<file path="src/rtl/core/hrp_pkg.sv">
// ----------------------------------------------------------------------------
// hrp_pkg
// shared types, constants and character tables for the request header parser
// ----------------------------------------------------------------------------
package hrp_pkg;

    localparam int DATA_W          = 8;
    localparam int LIMIT_W         = 16;
    localparam int POS_W           = 16;
    localparam int ACC_W           = 4;
    localparam int REM_OUT_W       = 32;
    localparam int LENGTH_BITS_DEF = 32;
    localparam int QUEUE_DEPTH     = 2;

    localparam logic [LIMIT_W-1:0] LIMIT_RESET = 16'd8192;

    // output word layout
    localparam int S_TDATA_W   = 8;
    localparam int S_TUSER_W   = 1;
    localparam int M_TDATA_W   = 48;
    localparam int M_TUSER_W   = 1;
    localparam int OFS_PHASE   = 0;
    localparam int OFS_BODY    = 2;
    localparam int OFS_KEEP    = 10;
    localparam int OFS_LEN     = 11;
    localparam int OFS_REM     = 12;
    localparam int OFS_UPLOAD  = 44;
    localparam int PAD_W       = 3;

    // phase codes as they appear on the output
    localparam logic [1:0] PH_HEADER = 2'd0;
    localparam logic [1:0] PH_BODY   = 2'd1;
    localparam logic [1:0] PH_DONE   = 2'd2;
    localparam logic [1:0] PH_ERROR  = 2'd3;

    // match masks and counts
    localparam logic [ACC_W-1:0] MASK_BOTH = 4'd3;
    localparam logic [ACC_W-1:0] KEEP_LEN  = 4'd10;

    // character constants
    localparam logic [7:0] CH_LF    = 8'h0a;
    localparam logic [7:0] CH_CR    = 8'h0d;
    localparam logic [7:0] CH_CAP_C = "C";
    localparam logic [7:0] CH_PLUS  = "+";

    typedef enum logic [3:0] {
        S_HEADER = 4'b0001,
        S_BODY   = 4'b0010,
        S_DONE   = 4'b0100,
        S_ERROR  = 4'b1000
    } hrp_phase_t;

    typedef enum logic [4:0] {
        K_REQ      = 5'b00001,
        K_HDR      = 5'b00010,
        K_CLEN_WS  = 5'b00100,
        K_CLEN_DIG = 5'b01000,
        K_CONN_VAL = 5'b10000
    } hrp_kind_t;

    // one classified word as it travels from front to back
    typedef struct packed {
        logic        restart;
        logic [7:0]  raw;
        logic [7:0]  lower;
        logic        is_lf;
        logic        is_cr;
        logic        is_space;
        logic        is_digit;
        logic [3:0]  digit;
        logic        is_plus;
        logic        is_cap_c;
    } hrp_item_t;

    function automatic logic [1:0] phase_code(input hrp_phase_t ph);
        logic [1:0] code;
        code = PH_HEADER;
        unique case (ph)
            S_HEADER: code = PH_HEADER;
            S_BODY:   code = PH_BODY;
            S_DONE:   code = PH_DONE;
            S_ERROR:  code = PH_ERROR;
            default:  code = PH_HEADER;
        endcase
        return code;
    endfunction

    function automatic logic [7:0] post_char(input logic [1:0] idx);
        logic [7:0] ch;
        ch = 8'h00;
        unique case (idx)
            2'd0: ch = "p";
            2'd1: ch = "o";
            2'd2: ch = "s";
            2'd3: ch = "t";
            default: ch = 8'h00;
        endcase
        return ch;
    endfunction

    function automatic logic [7:0] put_char(input logic [1:0] idx);
        logic [7:0] ch;
        ch = 8'h00;
        unique case (idx)
            2'd0: ch = "p";
            2'd1: ch = "u";
            2'd2: ch = "t";
            default: ch = 8'h00;
        endcase
        return ch;
    endfunction

    function automatic logic [7:0] clen_char(input logic [3:0] idx);
        logic [7:0] ch;
        ch = 8'h00;
        unique case (idx)
            4'd0:  ch = "c";
            4'd1:  ch = "o";
            4'd2:  ch = "n";
            4'd3:  ch = "t";
            4'd4:  ch = "e";
            4'd5:  ch = "n";
            4'd6:  ch = "t";
            4'd7:  ch = "-";
            4'd8:  ch = "l";
            4'd9:  ch = "e";
            4'd10: ch = "n";
            4'd11: ch = "g";
            4'd12: ch = "t";
            4'd13: ch = "h";
            4'd14: ch = ":";
            default: ch = 8'h00;
        endcase
        return ch;
    endfunction

    function automatic logic [7:0] conn_char(input logic [3:0] idx);
        logic [7:0] ch;
        ch = 8'h00;
        unique case (idx)
            4'd0:  ch = "c";
            4'd1:  ch = "o";
            4'd2:  ch = "n";
            4'd3:  ch = "n";
            4'd4:  ch = "e";
            4'd5:  ch = "c";
            4'd6:  ch = "t";
            4'd7:  ch = "i";
            4'd8:  ch = "o";
            4'd9:  ch = "n";
            4'd10: ch = ":";
            default: ch = 8'h00;
        endcase
        return ch;
    endfunction

    function automatic logic [7:0] keep_char(input logic [3:0] idx);
        logic [7:0] ch;
        ch = 8'h00;
        unique case (idx)
            4'd0: ch = "k";
            4'd1: ch = "e";
            4'd2: ch = "e";
            4'd3: ch = "p";
            4'd4: ch = "-";
            4'd5: ch = "a";
            4'd6: ch = "l";
            4'd7: ch = "i";
            4'd8: ch = "v";
            4'd9: ch = "e";
            default: ch = 8'h00;
        endcase
        return ch;
    endfunction

endpackage

</file>
<file path="src/rtl/core/http_request_header_parser.sv">
// ----------------------------------------------------------------------------
// http_request_header_parser
// byte-wise request header parser with content-length body pass-through
// ----------------------------------------------------------------------------
// Takes one request byte per word and returns one status word per byte. The
// sustained rate is one word per cycle in both directions while m_tready is
// held high; the status word for a byte passes the input register, the
// two-entry queue and the output register, and the whole per-byte parse step,
// including the multiply-by-ten length update, is combinational logic in front
// of the output register. tuser on the input restarts the parser; header_limit
// is written through cfg_we/cfg_wdata while the block is idle (the user is
// bound to this; the block has no check for it) and is kept over a restart.
module http_request_header_parser
#(
    parameter int LENGTH_BITS = hrp_pkg::LENGTH_BITS_DEF
)
(
    input  logic                              clk,
    input  logic                              rst_n,
    input  logic                              cfg_we,
    input  logic [hrp_pkg::LIMIT_W-1:0]       cfg_wdata,  // header_limit
    input  logic                              s_tvalid,
    output logic                              s_tready,
    input  logic [hrp_pkg::S_TDATA_W-1:0]     s_tdata,    // data_byte
    input  logic [hrp_pkg::S_TUSER_W-1:0]     s_tuser,    // command
    output logic                              m_tvalid,
    input  logic                              m_tready,
    // phase, body_byte, keep_alive, length_known, bytes_remaining, has_body
    output logic [hrp_pkg::M_TDATA_W-1:0]     m_tdata,
    output logic [hrp_pkg::M_TUSER_W-1:0]     m_tuser     // body_valid
);

    logic [hrp_pkg::LIMIT_W-1:0] limit_reg;
    logic [hrp_pkg::LIMIT_W-1:0] limit_next;

    logic               fq_valid;
    logic               fq_ready;
    hrp_pkg::hrp_item_t fq_item;
    logic               qb_valid;
    logic               qb_ready;
    hrp_pkg::hrp_item_t qb_item;

    assign limit_next = cfg_we ? cfg_wdata : limit_reg;

    always_ff @(posedge clk or negedge rst_n)
    begin
        if (!rst_n)
        begin
            limit_reg <= hrp_pkg::LIMIT_RESET;
        end
        else
        begin
            limit_reg <= limit_next;
        end
    end

    hrp_front u_front
    (
        .clk      (clk),
        .rst_n    (rst_n),
        .s_tvalid (s_tvalid),
        .s_tready (s_tready),
        .s_tdata  (s_tdata),
        .s_tuser  (s_tuser),
        .q_valid  (fq_valid),
        .q_ready  (fq_ready),
        .q_item   (fq_item)
    );

    hrp_queue u_queue
    (
        .clk       (clk),
        .rst_n     (rst_n),
        .in_valid  (fq_valid),
        .in_ready  (fq_ready),
        .in_item   (fq_item),
        .out_valid (qb_valid),
        .out_ready (qb_ready),
        .out_item  (qb_item)
    );

    hrp_back
    #(
        .LENGTH_BITS (LENGTH_BITS)
    )
    u_back
    (
        .clk          (clk),
        .rst_n        (rst_n),
        .header_limit (limit_reg),
        .q_valid      (qb_valid),
        .q_ready      (qb_ready),
        .q_item       (qb_item),
        .m_tvalid     (m_tvalid),
        .m_tready     (m_tready),
        .m_tdata      (m_tdata),
        .m_tuser      (m_tuser)
    );

endmodule

</file>
<file path="src/rtl/core/hrp_front.sv">
// ----------------------------------------------------------------------------
// hrp_front
// input stage: takes stream words and classifies each byte
// ----------------------------------------------------------------------------
module hrp_front
(
    input  logic                      clk,
    input  logic                      rst_n,
    input  logic                      s_tvalid,
    output logic                      s_tready,
    input  logic [hrp_pkg::S_TDATA_W-1:0] s_tdata,   // data_byte
    input  logic [hrp_pkg::S_TUSER_W-1:0] s_tuser,   // command
    output logic                      q_valid,
    input  logic                      q_ready,
    output hrp_pkg::hrp_item_t        q_item
);

    logic               vld_reg;
    logic               vld_next;
    hrp_pkg::hrp_item_t item_reg;
    hrp_pkg::hrp_item_t item_next;
    logic               load;
    logic [7:0]         b;

    assign b        = s_tdata[7:0];
    assign s_tready = !vld_reg || q_ready;
    assign load     = s_tvalid && s_tready;
    assign vld_next = load || (vld_reg && !q_ready);

    always_comb
    begin
        item_next          = item_reg;
        item_next.restart  = s_tuser[0];
        item_next.raw      = b;
        item_next.lower    = (b >= "A" && b <= "Z") ? b + 8'd32 : b;
        item_next.is_lf    = (b == hrp_pkg::CH_LF);
        item_next.is_cr    = (b == hrp_pkg::CH_CR);
        item_next.is_space = (b == " ") || (b >= 8'd9 && b <= 8'd13);
        item_next.is_digit = (b >= "0" && b <= "9");
        item_next.digit    = 4'(b - "0");
        item_next.is_plus  = (b == hrp_pkg::CH_PLUS);
        item_next.is_cap_c = (b == hrp_pkg::CH_CAP_C);
    end

    always_ff @(posedge clk or negedge rst_n)
    begin
        if (!rst_n)
        begin
            vld_reg <= 1'b0;
        end
        else
        begin
            vld_reg <= vld_next;
        end
    end

    always_ff @(posedge clk)
    begin
        if (load)
        begin
            item_reg <= item_next;
        end
    end

    assign q_valid = vld_reg;
    assign q_item  = item_reg;

endmodule

</file>
<file path="src/rtl/core/hrp_queue.sv">
// ----------------------------------------------------------------------------
// hrp_queue
// short queue of classified words between front and back
// ----------------------------------------------------------------------------
module hrp_queue
(
    input  logic               clk,
    input  logic               rst_n,
    input  logic               in_valid,
    output logic               in_ready,
    input  hrp_pkg::hrp_item_t in_item,
    output logic               out_valid,
    input  logic               out_ready,
    output hrp_pkg::hrp_item_t out_item
);

    localparam int PTR_W = $clog2(hrp_pkg::QUEUE_DEPTH);
    localparam int CNT_W = $clog2(hrp_pkg::QUEUE_DEPTH + 1);

    hrp_pkg::hrp_item_t     slot_reg [hrp_pkg::QUEUE_DEPTH];
    logic [PTR_W-1:0]       wr_ptr_reg;
    logic [PTR_W-1:0]       wr_ptr_next;
    logic [PTR_W-1:0]       rd_ptr_reg;
    logic [PTR_W-1:0]       rd_ptr_next;
    logic [CNT_W-1:0]       count_reg;
    logic [CNT_W-1:0]       count_next;
    logic                   push;
    logic                   pop;

    assign in_ready  = (count_reg != CNT_W'(hrp_pkg::QUEUE_DEPTH));
    assign out_valid = (count_reg != '0);
    assign push      = in_valid && in_ready;
    assign pop       = out_valid && out_ready;
    assign out_item  = slot_reg[rd_ptr_reg];

    assign wr_ptr_next = push ? wr_ptr_reg + PTR_W'(1) : wr_ptr_reg;
    assign rd_ptr_next = pop ? rd_ptr_reg + PTR_W'(1) : rd_ptr_reg;

    always_comb
    begin
        count_next = count_reg;
        if (push && !pop)
        begin
            count_next = count_reg + CNT_W'(1);
        end
        else if (pop && !push)
        begin
            count_next = count_reg - CNT_W'(1);
        end
    end

    always_ff @(posedge clk or negedge rst_n)
    begin
        if (!rst_n)
        begin
            wr_ptr_reg <= '0;
            rd_ptr_reg <= '0;
            count_reg  <= '0;
        end
        else
        begin
            wr_ptr_reg <= wr_ptr_next;
            rd_ptr_reg <= rd_ptr_next;
            count_reg  <= count_next;
        end
    end

    always_ff @(posedge clk)
    begin
        if (push)
        begin
            slot_reg[wr_ptr_reg] <= in_item;
        end
    end

endmodule

</file>
<file path="src/rtl/core/hrp_back.sv">
// ----------------------------------------------------------------------------
// hrp_back
// parser state: header matching, length capture, body count, output register
// ----------------------------------------------------------------------------
module hrp_back
#(
    parameter int LENGTH_BITS = hrp_pkg::LENGTH_BITS_DEF
)
(
    input  logic                               clk,
    input  logic                               rst_n,
    input  logic [hrp_pkg::LIMIT_W-1:0]        header_limit,
    input  logic                               q_valid,
    output logic                               q_ready,
    input  hrp_pkg::hrp_item_t                 q_item,
    output logic                               m_tvalid,
    input  logic                               m_tready,
    output logic [hrp_pkg::M_TDATA_W-1:0]      m_tdata,
    output logic [hrp_pkg::M_TUSER_W-1:0]      m_tuser
);

    localparam int POS_W = hrp_pkg::POS_W;
    localparam int ACC_W = hrp_pkg::ACC_W;
    localparam int PROD_W = LENGTH_BITS + 4;

    hrp_pkg::hrp_phase_t      phase_reg, phase_next;
    hrp_pkg::hrp_kind_t       kind_reg, kind_next;
    logic [POS_W-1:0]         pos_reg, pos_next;
    logic [POS_W-1:0]         stored_reg, stored_next;
    logic                     pm_reg, pm_next;
    logic [ACC_W-1:0]         acc_reg, acc_next;
    logic [LENGTH_BITS-1:0]   rem_reg, rem_next;
    logic                     keep_reg, keep_next;
    logic                     len_reg, len_next;
    logic                     upload_reg, upload_next;
    logic                     cr_reg, cr_next;
    logic                     body_valid;

    logic                     out_vld_reg;
    logic [hrp_pkg::M_TDATA_W-1:0] out_data_reg;
    logic [hrp_pkg::M_TUSER_W-1:0] out_user_reg;
    logic [hrp_pkg::M_TDATA_W-1:0] out_data_next;
    logic                     take;

    logic [7:0]               c;
    logic                     post_ok, put_ok, clen_ok, conn_ok, keep_ok;
    logic [1:0]               m_req, mh, m_hdr;
    logic                     hit_req, hit_clen, hit_conn;
    logic                     empty_line;
    logic [PROD_W-1:0]        rem_ext, prod;
    logic                     sat;
    logic [LENGTH_BITS-1:0]   rem_digit, rem_dec;
    logic [LENGTH_BITS+hrp_pkg::REM_OUT_W-1:0] rem_wide;

    assign take    = q_valid && (!out_vld_reg || m_tready);
    assign q_ready = !out_vld_reg || m_tready;
    assign c       = q_item.lower;

    // prefix comparisons at the current line position (keep-alive at the match count)
    assign post_ok = (pos_reg < POS_W'(4)) && (c == hrp_pkg::post_char(pos_reg[1:0]));
    assign put_ok  = (pos_reg < POS_W'(3)) && (c == hrp_pkg::put_char(pos_reg[1:0]));
    assign clen_ok = (pos_reg < POS_W'(15)) && (c == hrp_pkg::clen_char(pos_reg[3:0]));
    assign conn_ok = (pos_reg < POS_W'(11)) && (c == hrp_pkg::conn_char(pos_reg[3:0]));
    assign keep_ok = (acc_reg < hrp_pkg::KEEP_LEN) && (c == hrp_pkg::keep_char(acc_reg));

    assign m_req   = {acc_reg[1] & put_ok, acc_reg[0] & post_ok};
    assign hit_req = (m_req[0] && pos_reg == POS_W'(3)) || (m_req[1] && pos_reg == POS_W'(2));

    assign mh       = (pos_reg == '0 && !q_item.is_cap_c) ? 2'b00 : acc_reg[1:0];
    assign m_hdr    = {mh[1] & conn_ok, mh[0] & clen_ok};
    assign hit_clen = m_hdr[0] && (pos_reg == POS_W'(14));
    assign hit_conn = m_hdr[1] && (pos_reg == POS_W'(10));

    assign empty_line = (pos_reg == (cr_reg ? POS_W'(1) : POS_W'(0)));

    // decimal accumulate with saturation: 10 * rem + digit
    assign rem_ext   = {4'b0000, rem_reg};
    assign prod      = (rem_ext << 3) + (rem_ext << 1)
                       + {{LENGTH_BITS{1'b0}}, q_item.digit};
    assign sat       = |prod[PROD_W-1:LENGTH_BITS];
    assign rem_digit = sat ? '1 : prod[LENGTH_BITS-1:0];
    assign rem_dec   = (rem_reg != '0) ? rem_reg - LENGTH_BITS'(1) : rem_reg;

    always_comb
    begin
        phase_next  = phase_reg;
        kind_next   = kind_reg;
        pos_next    = pos_reg;
        stored_next = stored_reg;
        pm_next     = pm_reg;
        acc_next    = acc_reg;
        rem_next    = rem_reg;
        keep_next   = keep_reg;
        len_next    = len_reg;
        upload_next = upload_reg;
        cr_next     = cr_reg;
        body_valid  = 1'b0;

        if (q_item.restart)
        begin
            phase_next  = hrp_pkg::S_HEADER;
            kind_next   = hrp_pkg::K_REQ;
            pos_next    = '0;
            stored_next = '0;
            pm_next     = 1'b1;
            acc_next    = hrp_pkg::MASK_BOTH;
            rem_next    = '0;
            keep_next   = 1'b0;
            len_next    = 1'b0;
            upload_next = 1'b0;
            cr_next     = 1'b0;
        end
        else
        begin
            unique case (phase_reg)
                hrp_pkg::S_HEADER:
                begin
                    priority if (stored_reg >= header_limit)
                    begin
                        phase_next = hrp_pkg::S_ERROR;
                    end
                    else if (q_item.is_lf)
                    begin
                        if (cr_reg)
                        begin
                            stored_next = stored_reg - POS_W'(1);
                        end
                        if (empty_line)
                        begin
                            phase_next = (upload_reg && len_reg && rem_reg != '0)
                                         ? hrp_pkg::S_BODY : hrp_pkg::S_DONE;
                        end
                        pos_next  = '0;
                        kind_next = hrp_pkg::K_HDR;
                        pm_next   = 1'b1;
                        acc_next  = hrp_pkg::MASK_BOTH;
                        cr_next   = 1'b0;
                    end
                    else
                    begin
                        if (pm_reg)
                        begin
                            unique case (kind_reg)
                                hrp_pkg::K_REQ:
                                begin
                                    if (hit_req)
                                    begin
                                        upload_next = 1'b1;
                                        pm_next     = 1'b0;
                                    end
                                    else
                                    begin
                                        acc_next = {2'b00, m_req};
                                        pm_next  = (m_req != 2'b00);
                                    end
                                end
                                hrp_pkg::K_HDR:
                                begin
                                    priority if (hit_clen)
                                    begin
                                        kind_next = hrp_pkg::K_CLEN_WS;
                                        len_next  = 1'b1;
                                        rem_next  = '0;
                                    end
                                    else if (hit_conn)
                                    begin
                                        kind_next = hrp_pkg::K_CONN_VAL;
                                        acc_next  = '0;
                                    end
                                    else
                                    begin
                                        acc_next = {2'b00, m_hdr};
                                        pm_next  = (m_hdr != 2'b00);
                                    end
                                end
                                hrp_pkg::K_CLEN_WS:
                                begin
                                    priority if (q_item.is_space)
                                    begin
                                        pm_next = 1'b1;
                                    end
                                    else if (q_item.is_plus)
                                    begin
                                        kind_next = hrp_pkg::K_CLEN_DIG;
                                    end
                                    else if (q_item.is_digit)
                                    begin
                                        kind_next = hrp_pkg::K_CLEN_DIG;
                                        rem_next  = rem_digit;
                                    end
                                    else
                                    begin
                                        pm_next = 1'b0;
                                    end
                                end
                                hrp_pkg::K_CLEN_DIG:
                                begin
                                    if (q_item.is_digit)
                                    begin
                                        rem_next = rem_digit;
                                    end
                                    else
                                    begin
                                        pm_next = 1'b0;
                                    end
                                end
                                default:
                                begin
                                    priority if (acc_reg == '0 && q_item.is_space)
                                    begin
                                        pm_next = 1'b1;
                                    end
                                    else if (keep_ok)
                                    begin
                                        acc_next = acc_reg + ACC_W'(1);
                                        if (acc_reg == hrp_pkg::KEEP_LEN - ACC_W'(1))
                                        begin
                                            keep_next = 1'b1;
                                            pm_next   = 1'b0;
                                        end
                                    end
                                    else
                                    begin
                                        pm_next = 1'b0;
                                    end
                                end
                            endcase
                        end
                        if (pos_reg != '1)
                        begin
                            pos_next = pos_reg + POS_W'(1);
                        end
                        if (stored_reg != '1)
                        begin
                            stored_next = stored_reg + POS_W'(1);
                        end
                        cr_next = q_item.is_cr;
                    end
                end
                hrp_pkg::S_BODY:
                begin
                    body_valid = 1'b1;
                    rem_next   = rem_dec;
                    if (rem_dec == '0)
                    begin
                        phase_next = hrp_pkg::S_DONE;
                    end
                end
                default:
                begin
                    phase_next = phase_reg;
                end
            endcase
        end
    end

    assign rem_wide = {{hrp_pkg::REM_OUT_W{1'b0}}, rem_next};

    always_comb
    begin
        out_data_next = '0;
        out_data_next[hrp_pkg::OFS_PHASE +: 2]  = hrp_pkg::phase_code(phase_next);
        out_data_next[hrp_pkg::OFS_BODY +: 8]   = body_valid ? q_item.raw : 8'h00;
        out_data_next[hrp_pkg::OFS_KEEP]        = keep_next;
        out_data_next[hrp_pkg::OFS_LEN]         = len_next;
        out_data_next[hrp_pkg::OFS_REM +: hrp_pkg::REM_OUT_W] =
            rem_wide[hrp_pkg::REM_OUT_W-1:0];
        out_data_next[hrp_pkg::OFS_UPLOAD]      = upload_next;
    end

    always_ff @(posedge clk or negedge rst_n)
    begin
        if (!rst_n)
        begin
            phase_reg   <= hrp_pkg::S_HEADER;
            kind_reg    <= hrp_pkg::K_REQ;
            pos_reg     <= '0;
            stored_reg  <= '0;
            pm_reg      <= 1'b1;
            acc_reg     <= hrp_pkg::MASK_BOTH;
            rem_reg     <= '0;
            keep_reg    <= 1'b0;
            len_reg     <= 1'b0;
            upload_reg  <= 1'b0;
            cr_reg      <= 1'b0;
            out_vld_reg <= 1'b0;
        end
        else
        begin
            if (take)
            begin
                phase_reg  <= phase_next;
                kind_reg   <= kind_next;
                pos_reg    <= pos_next;
                stored_reg <= stored_next;
                pm_reg     <= pm_next;
                acc_reg    <= acc_next;
                rem_reg    <= rem_next;
                keep_reg   <= keep_next;
                len_reg    <= len_next;
                upload_reg <= upload_next;
                cr_reg     <= cr_next;
            end
            if (take)
            begin
                out_vld_reg <= 1'b1;
            end
            else if (m_tready)
            begin
                out_vld_reg <= 1'b0;
            end
        end
    end

    always_ff @(posedge clk)
    begin
        if (take)
        begin
            out_data_reg <= out_data_next;
            out_user_reg <= body_valid;
        end
    end

    assign m_tvalid = out_vld_reg;
    assign m_tdata  = out_data_reg;
    assign m_tuser  = out_user_reg;

endmodule

</file>
<file path="config.mk">
export PLATFORM = sky130hd
export DESIGN_NAME = http_request_header_parser
export DESIGN_NICKNAME = d
export VERILOG_FILES = /design/src/rtl/core/hrp_pkg.sv /design/src/rtl/core/http_request_header_parser.sv /design/src/rtl/core/hrp_front.sv /design/src/rtl/core/hrp_queue.sv /design/src/rtl/core/hrp_back.sv
export SDC_FILE = /design/constraint.sdc
export NUM_CORES = 1
export LEC_CHECK = 0
export BUFFER_PORTS_ARGS = -buffer_cell sky130_fd_sc_hd__buf_2
export CORE_ASPECT_RATIO = 1.25
export CORE_UTILIZATION = 55
export DETAILED_ROUTE_END_ITERATION = 10
export PLACE_DENSITY = 0.75
export SLEW_MARGIN = 20
export SYNTH_ARGS = -nofsm -noshare
export SYNTH_HDL_FRONTEND = slang
export SYNTH_SLANG_ARGS = --single-unit
</file>
<file path="constraint.sdc">
create_clock -name clk -period 6.5 [get_ports clk]
set_input_delay 0.975 -clock clk [delete_from_list [all_inputs] [get_ports clk]]
set_output_delay 0.975 -clock clk [all_outputs]
set_load 0.05 [all_outputs]
</file>
==> flow_summary.ini, run 1 <==
[power_and_ir_drop]
ir_drop_v = 0.000324
leakage_nw = 6.93
power.density_nw_per_um2 = 450
fin_total_pwr_w = 0.00724

[setup_path]
startpoint_type = flop
slowest_delay_ns = 0.63
crit_type = reg2reg
critPathBufInv = 3
crit_family = compound AO/OA/AOI/OAI gates
crit_chain = buf_4 > mux2i_1 > inv_1 > ha_1 > ha_1 > inv_1 > fa_1 > nand2b_1 > a21oi_1 > o41ai_2 > o21bai_2 > a31oi_2 > xnor2_1 > or4_4 > or2_1 > o221ai_1 > a21oi_1 > o221a_2
crit_fanout = 23
crit_arrival_ns = 6.10
cp_slowest_cell = o41ai_2
timing.rr.end = u_back.m_tdata[23]
cp.required_ns = 6.77
r2r_start = u_queue.rd_ptr_reg
r2r_cells = 18
reg2reg_setup_slack_ns = 0.67
end_kind = flop

[drt]
num_vias = 12900
ant_nets = 0
drc = 0
drt_iter0_markers = 1142
routed_wl_mm = 42.6
avgViaCountPerCell = 6.49
wl_per_cell_um = 21.5
dr.pass1.iters = 5

[clocking]
clock_latency_ns = 0.53
cts_resized = 0
cts_tree = built
clk_pin_slew_ns = 0.07
post-cts-setup-buffer-count = 0
clock-sinks = 204
htree_levels = 1
cts-root-buf = clkbuf_16
numCtsBuffers = 23
cts_hold_buf = 0
clk_path_buf_depth = 3

[run]
maxCapViolations = 0

[sta]
maxSlewViolCount = 0
finalSetupTns_ns = 0
fin_crit_ns = 5.83
clock_skew_ns = 0.0206
rsz0062_at_grt = no
tightest_slew_ns = 1.04
setup_violations = 0
max_freq_mhz = 172
finalHoldViolCount = 0
relSlewSlack_pct = 28.9
timing.final.ws_setup_ns = 0.671
post-route-period-util_pct = 89.7

[outcome]
status = finished clean

[die]
die_w_um = 148
die-area_um2 = 27300
coreArea_um2 = 26100
start_util_pct = 56.1
ioPinCount = 81
die_y_um = 184
rows = 66

[cells_and_area]
finalInstanceArea_um2 = 16100
nets = 1775
area_growth_pct = 9.75
insertedDiodeCount = 0
largest_reg_flops = 45
fill_cells = 2272
utilization_pct = 61.6
drive_above_1_share_pct = 12.5

[global_routing]
antenna_found_initial = 0
grt_pass1_wl_mm = 67.5
gr-total-overflow = 0
grt_pass1_vias = 12400
track_usage_pct = 31.5
grt_max_degree = 72

[place]
placed_cell_area_um2 = 15300
dpl.hpwl_mm = 30.0
place_congestion = 1.01
portBuffers = 77
preCtsSetupSlack_ns = 0.788

[yosys]
synthArstFlopShare_pct = 51.0
ys_seq_elements = 204
synth_warnings = 0
ys_types = 94
synthesis.area_um2 = 14600
synth_edf_count = 100
syn_avg_cell_area_um2 = 9.23
dominantRegCellSynth = edfxtp_1
ys_seq_area_share_pct = 38.3
syn_inst = 1586

[worst_hold_path]
hold_path.class = in2async
## metal layers
metal | global-route usage (%) | routed length [µm]
met1 | 39.6 | 17100
met2 | 52.8 | 20200
met3 | 3.89 | 2840
met4 | 17.3 | 2380
met5 | 0 | 0
## area by class of cell
type,count,area (µm²),share of cell area [%]
flip-flops and latches,204,5610,34.9
well taps,340,425,2.65
clock buffers,32,681,4.24
clock inverters,9,80.1,0.498
repair buffers,99,573,3.57
multi-input cells,1248,8500,52.9
inverters,53,199,1.24
## worst register-to-register path: cells and delay by family, from the launching register on
kind,cells,cell delay [ns]
fa+ha+maj,3,0.76
xor+xnor,1,0.11
mux,1,0.44
compound gates,7,1.90
buf+inv,3,0.67
simple gates,3,1.32
flops,1,0.39
## worst max-delay path by stage
stage                             from                  to  slack [ns]  cells after the start
finish              u_queue.rd_ptr_reg  u_back.m_tdata[23]        0.67                     18
global route        u_queue.rd_ptr_reg  u_back.rem_reg[10]        0.21                     18
CTS                 u_queue.rd_ptr_reg  u_back.m_tdata[23]        0.73                     18
detailed placement  u_queue.rd_ptr_reg  u_back.rem_reg[10]        0.79                     18
global placement    u_queue.rd_ptr_reg  u_back.m_tdata[23]        0.89                     18
floorplan           u_queue.rd_ptr_reg  u_back.m_tdata[40]        1.47                     19
## cell usage in the layout (no fill, tap or decap), drive strengths merged, types with 28 or more instances in the layout
| cell | netlist | final |
|---|---|---|
| ha | 113 | 113 |
| a21oi | 118 | 118 |
| nor3 | 47 | 47 |
| nand3 | 37 | 37 |
| clkbuf | 58 | 32 |
| nand2 | 134 | 134 |
| xor2 | 39 | 39 |
| inv | 53 | 58 |
| xnor2 | 55 | 55 |
| dfrtp | 98 | 98 |
| nor2 | 144 | 144 |
| buf | 25 | 99 |
| edfxtp | 100 | 100 |
| a31oi | 28 | 28 |
| o21ai | 110 | 110 |
## through the flow
step | std cells | hold WS (ns)
global placement | 1943 | 0.424
finish | 1985 | 0.410
CTS | 1984 | 0.430
floorplan | 1588 | 0.421
global route | 1985 | 0.450
detailed placement | 1943 | 0.432
## Yosys cell counts, types with 15 or more instances
| library cell | number | area, µm² |
|---|---|---|
| xor2_1 | 39 | 342 |
| nor3_1 | 46 | 230 |
| xnor2_1 | 55 | 482 |
| edfxtp_1 | 100 | 3000 |
| inv_1 | 53 | 199 |
| a21oi_1 | 118 | 591 |
| a31oi_1 | 26 | 163 |
| nand4_1 | 24 | 150 |
| nand2_1 | 134 | 503 |
| nor2_1 | 144 | 541 |
| clkbuf_1 | 58 | 218 |
| o21ai_0 | 103 | 515 |
| nand2b_1 | 19 | 119 |
| a21o_1 | 21 | 158 |
| a22o_1 | 20 | 175 |
| dfrtp_1 | 98 | 2450 |
| ha_1 | 113 | 1410 |
| mux2i_1 | 18 | 180 |
| and3_1 | 15 | 93.8 |
| o221ai_1 | 17 | 149 |
| o31ai_1 | 19 | 143 |
| nand3_1 | 37 | 185 |
| nor4_1 | 22 | 138 |
| or3_1 | 17 | 106 |
## power by group
part / total (W) / internal, W / switching, W
logic: 0.00382 / 0.00124 / 0.00257
clock network: 0.00132 / 0.000745 / 0.000574
registers: 0.00210 / 0.00177 / 0.000333
## logic make-up after synthesis
| logic type | Yosys count | share of synthesized area, % |
|---|---|---|
| and+or+nand+nor | 537 | 18.2 |
| adders and majority gates | 116 | 10.1 |
| other | 1 | 0.0256 |
| buffers and inverters | 136 | 3.91 |
| xor gates and xnor gates | 94 | 5.62 |
| AOI/OAI and AO/OA | 463 | 21.2 |
| DFF | 204 | 38.3 |
| muxes | 35 | 2.67 |
Power figures use the tool's default switching activity.
==> run 2: changes to the inputs <==
--- a/config.mk
+++ b/config.mk
@@ -8,9 +8,11 @@
 export BUFFER_PORTS_ARGS = -buffer_cell sky130_fd_sc_hd__buf_2
 export CORE_ASPECT_RATIO = 1.25
 export CORE_UTILIZATION = 55
+export CTS_CLUSTER_SIZE = 28
 export DETAILED_ROUTE_END_ITERATION = 10
 export PLACE_DENSITY = 0.75
 export SLEW_MARGIN = 20
 export SYNTH_ARGS = -nofsm -noshare
 export SYNTH_HDL_FRONTEND = slang
+export SYNTH_HIERARCHICAL = 1
 export SYNTH_SLANG_ARGS = --single-unit
==> run 2 against run 1 <==
Effect of this change:
- highest routed layer unchanged
- sequential cell count up 18
- sequential share of layout area up 0.25 points
- worst setup slack better by 0.36 ns
- critical path depth down 1
- non-clock buffer count down 5
- clock-buffer cell count down 8
- routed wire length up 11%
- largest cell class unchanged
==> flow_summary.ini, run 2 <==
[clocking]
cts-root-buf = clkbuf_16
clock-sinks = 222
clk_pin_slew_ns = 0.07
numCtsBuffers = 23
clock_latency_ns = 0.52
htree_levels = 1
clk_path_buf_depth = 3
post-cts-setup-buffer-count = 0
cts_hold_buf = 0
cts_tree = built
cts_resized = 0

[place]
dpl.hpwl_mm = 33.6
place_congestion = 0.968
placed_cell_area_um2 = 16700
portBuffers = 77

[sta]
finalSetupTns_ns = 0
post-route-period-util_pct = 84.2
relSlewSlack_pct = 24.1
finalHoldViolCount = 0
tightest_slew_ns = 1.13
maxSlewViolCount = 0
setup_violations = 0
rsz0062_at_grt = no
fin_crit_ns = 5.47
max_freq_mhz = 183
clock_skew_ns = 0.0262

[global_routing]
grt_max_degree = 55
grt_pass1_wl_mm = 75.1
track_usage_pct = 31.5
gr-total-overflow = 0
grt_pass1_vias = 14000
antenna_found_initial = 0

[power_and_ir_drop]
leakage_nw = 7.43
pwr-share-seq_pct = 26.7
ir_drop_v = 0.000364
clkPwrFrac_pct = 14.4
power.density_nw_per_um2 = 535
combinationalPowerShare_pct = 58.9
internal_power_w = 0.00459
switching_power_w = 0.00478
switching_share_pct = 51.0

[cells_and_area]
area_growth_pct = 7.55
final_common_cell = nor2_1
finalInstanceArea_um2 = 17500
drive_above_1_share_pct = 12.1
layout_common_cells = nor2_1 (171), nand2_1 (148), a21oi_1 (122)
largest_reg_flops = 54
insertedDiodeCount = 0
fill_cells = 2528
nets = 1923

[drt]
routed_wl_mm = 47.1
ant_nets = 0
drc = 0
dr.pass1.iters = 6
wl_per_cell_um = 21.5
num_vias = 14200
avgViaCountPerCell = 6.47
drt_iter0_markers = 1261

[yosys]
synth_warnings = 6
synthArstFlopShare_pct = 46.8
syn_inst = 1772
synthesis.area_um2 = 16300
syn_avg_cell_area_um2 = 9.18
dominantRegCellSynth = edfxtp_1
synth_top_area_share_pct = 21.8
synthTopCellsByCount = nor2_1 (172), nand2_1 (148), a21oi_1 (122), edfxtp_1 (118), ha_1 (112)
synth_edf_count = 118
ys_types = 92
synth_top_area_cell = edfxtp_1
ys_top_cells_by_area = edfxtp_1 (22%), dfrtp_1 (15%), ha_1 (8.6%), nor2_1 (4.0%), a21oi_1 (3.8%)
ys_seq_area_share_pct = 37.8
ys_seq_elements = 222
synth.most_common_cell = nor2_1

[outcome]
status = finished clean

[die]
coreArea_um2 = 29200
die-area_um2 = 30300
die_y_um = 194
ioPinCount = 81
die_w_um = 156
rows = 70
start_util_pct = 55.8

[setup_path]
crit_fanout = 27
cp_slowest_cell = a21oi_1
crit_family = compound AO/OA/AOI/OAI gates
cp.required_ns = 6.75
crit_chain = buf_4 > mux2_4 > ha_1 > ha_1 > inv_1 > fa_1 > nand2b_1 > a21oi_1 > o22ai_4 > a211oi_2 > or4_4 > nor4b_1 > o21ai_2 > a21oi_1 > nand3_1 > o21ai_0 > o22ai_1
crit_type = reg2reg
slowest_delay_ns = 0.66
crit_arrival_ns = 5.72
end_kind = flop
critPathBufInv = 2
startpoint_type = flop

[worst_hold_path]
hold_path.class = reg2reg

[run]
maxCapViolations = 0
[run 2: cell types whose count changed after synthesis, sizes merged, moves of 14 or more]
cell / delta
mux2i: -18
a21o: +22
clkbuf: +32
nor2: +28
edfxtp: +18
mux2: +39
a22o: -15
nand2: +14
[run 2: kinds of logic (layout without fill, tap and decap cells)]
group	Yosys count	in the layout	synth area share (%)
adder cells (fa/ha/maj)	116	116	9.05
AO/OA/AOI/OAI	517	517	21.1
XOR/XNOR	93	93	5.01
multiplexers	56	56	4.52
buffers and inverters	179	199	4.88
AND/OR/NAND/NOR	588	588	17.6
other	1	3	0.0231
flip-flops	222	222	37.8
[run 2: power by group through the flow]
stage               logic (W)  registers (W)  clock network (W)
finish                0.00551        0.00250            0.00135
global route          0.00597        0.00256            0.00142
CTS                   0.00543        0.00249            0.00137
detailed placement    0.00540        0.00251                  0
global placement      0.00530        0.00250                  0
floorplan             0.00376        0.00269                  0
[run 2: routing by layer]
layer	up-vias	global-route usage (%)	share of wire, %
li1	6615	-	-
met1	6844	38.1	39
met2	590	55.5	50
met3	122	3.67	6.6
met4	0	14.5	4.4
met5	-	0	0
[run 2: worst paths after layout]
| path | startpoint | to | slack [ns] | cells past startpoint |
|---|---|---|---|---|
| worst max-delay path | u_queue/rd_ptr_reg | u_back/m_tdata[32] | 1.03 | 17 |
| worst min-delay path | u_front/q_item[9] | u_queue/slot_reg[1][9] | 0.45 | 0 |
| worst max register to register | u_queue/rd_ptr_reg | u_back/m_tdata[32] | 1.03 | 17 |
| worst min register to register | u_front/q_item[9] | u_queue/slot_reg[1][9] | 0.45 | 0 |
| max in group asynchronous | rst_n | u_back/stored_reg[8] | 4.76 | 2 |
| min in group asynchronous | rst_n | u_back/rem_reg[26] | 0.54 | 1 |
[run 2: cell type report]
class / count / area (µm²) / area share, %
Clock buffer: 24 / 579 / 3.31
Tap cell: 396 / 495 / 2.83
Inverter: 64 / 240 / 1.37
Sequential cell: 222 / 6150 / 35.2
Multi-Input combinational cell: 1373 / 9340 / 53.4
Timing Repair Buffer: 94 / 515 / 2.95
Clock inverter: 17 / 171 / 0.980
[run 2: metrics by stage]
step | total power (W) | setup WS, ns | instances | hold slack, ns | utilization (%)
floorplan | 0.00646 | 1.79 | 1774 | 0.421 | -
global placement | 0.00779 | 1.27 | 2149 | 0.422 | 57.4
detailed placement | 0.00791 | 1.14 | 2149 | 0.435 | 57.4
CTS | 0.00929 | 1.09 | 2190 | 0.448 | 60.0
global route | 0.00994 | 0.670 | 2190 | 0.460 | 60.0
finish | 0.00936 | 1.03 | 2190 | 0.450 | 60.0
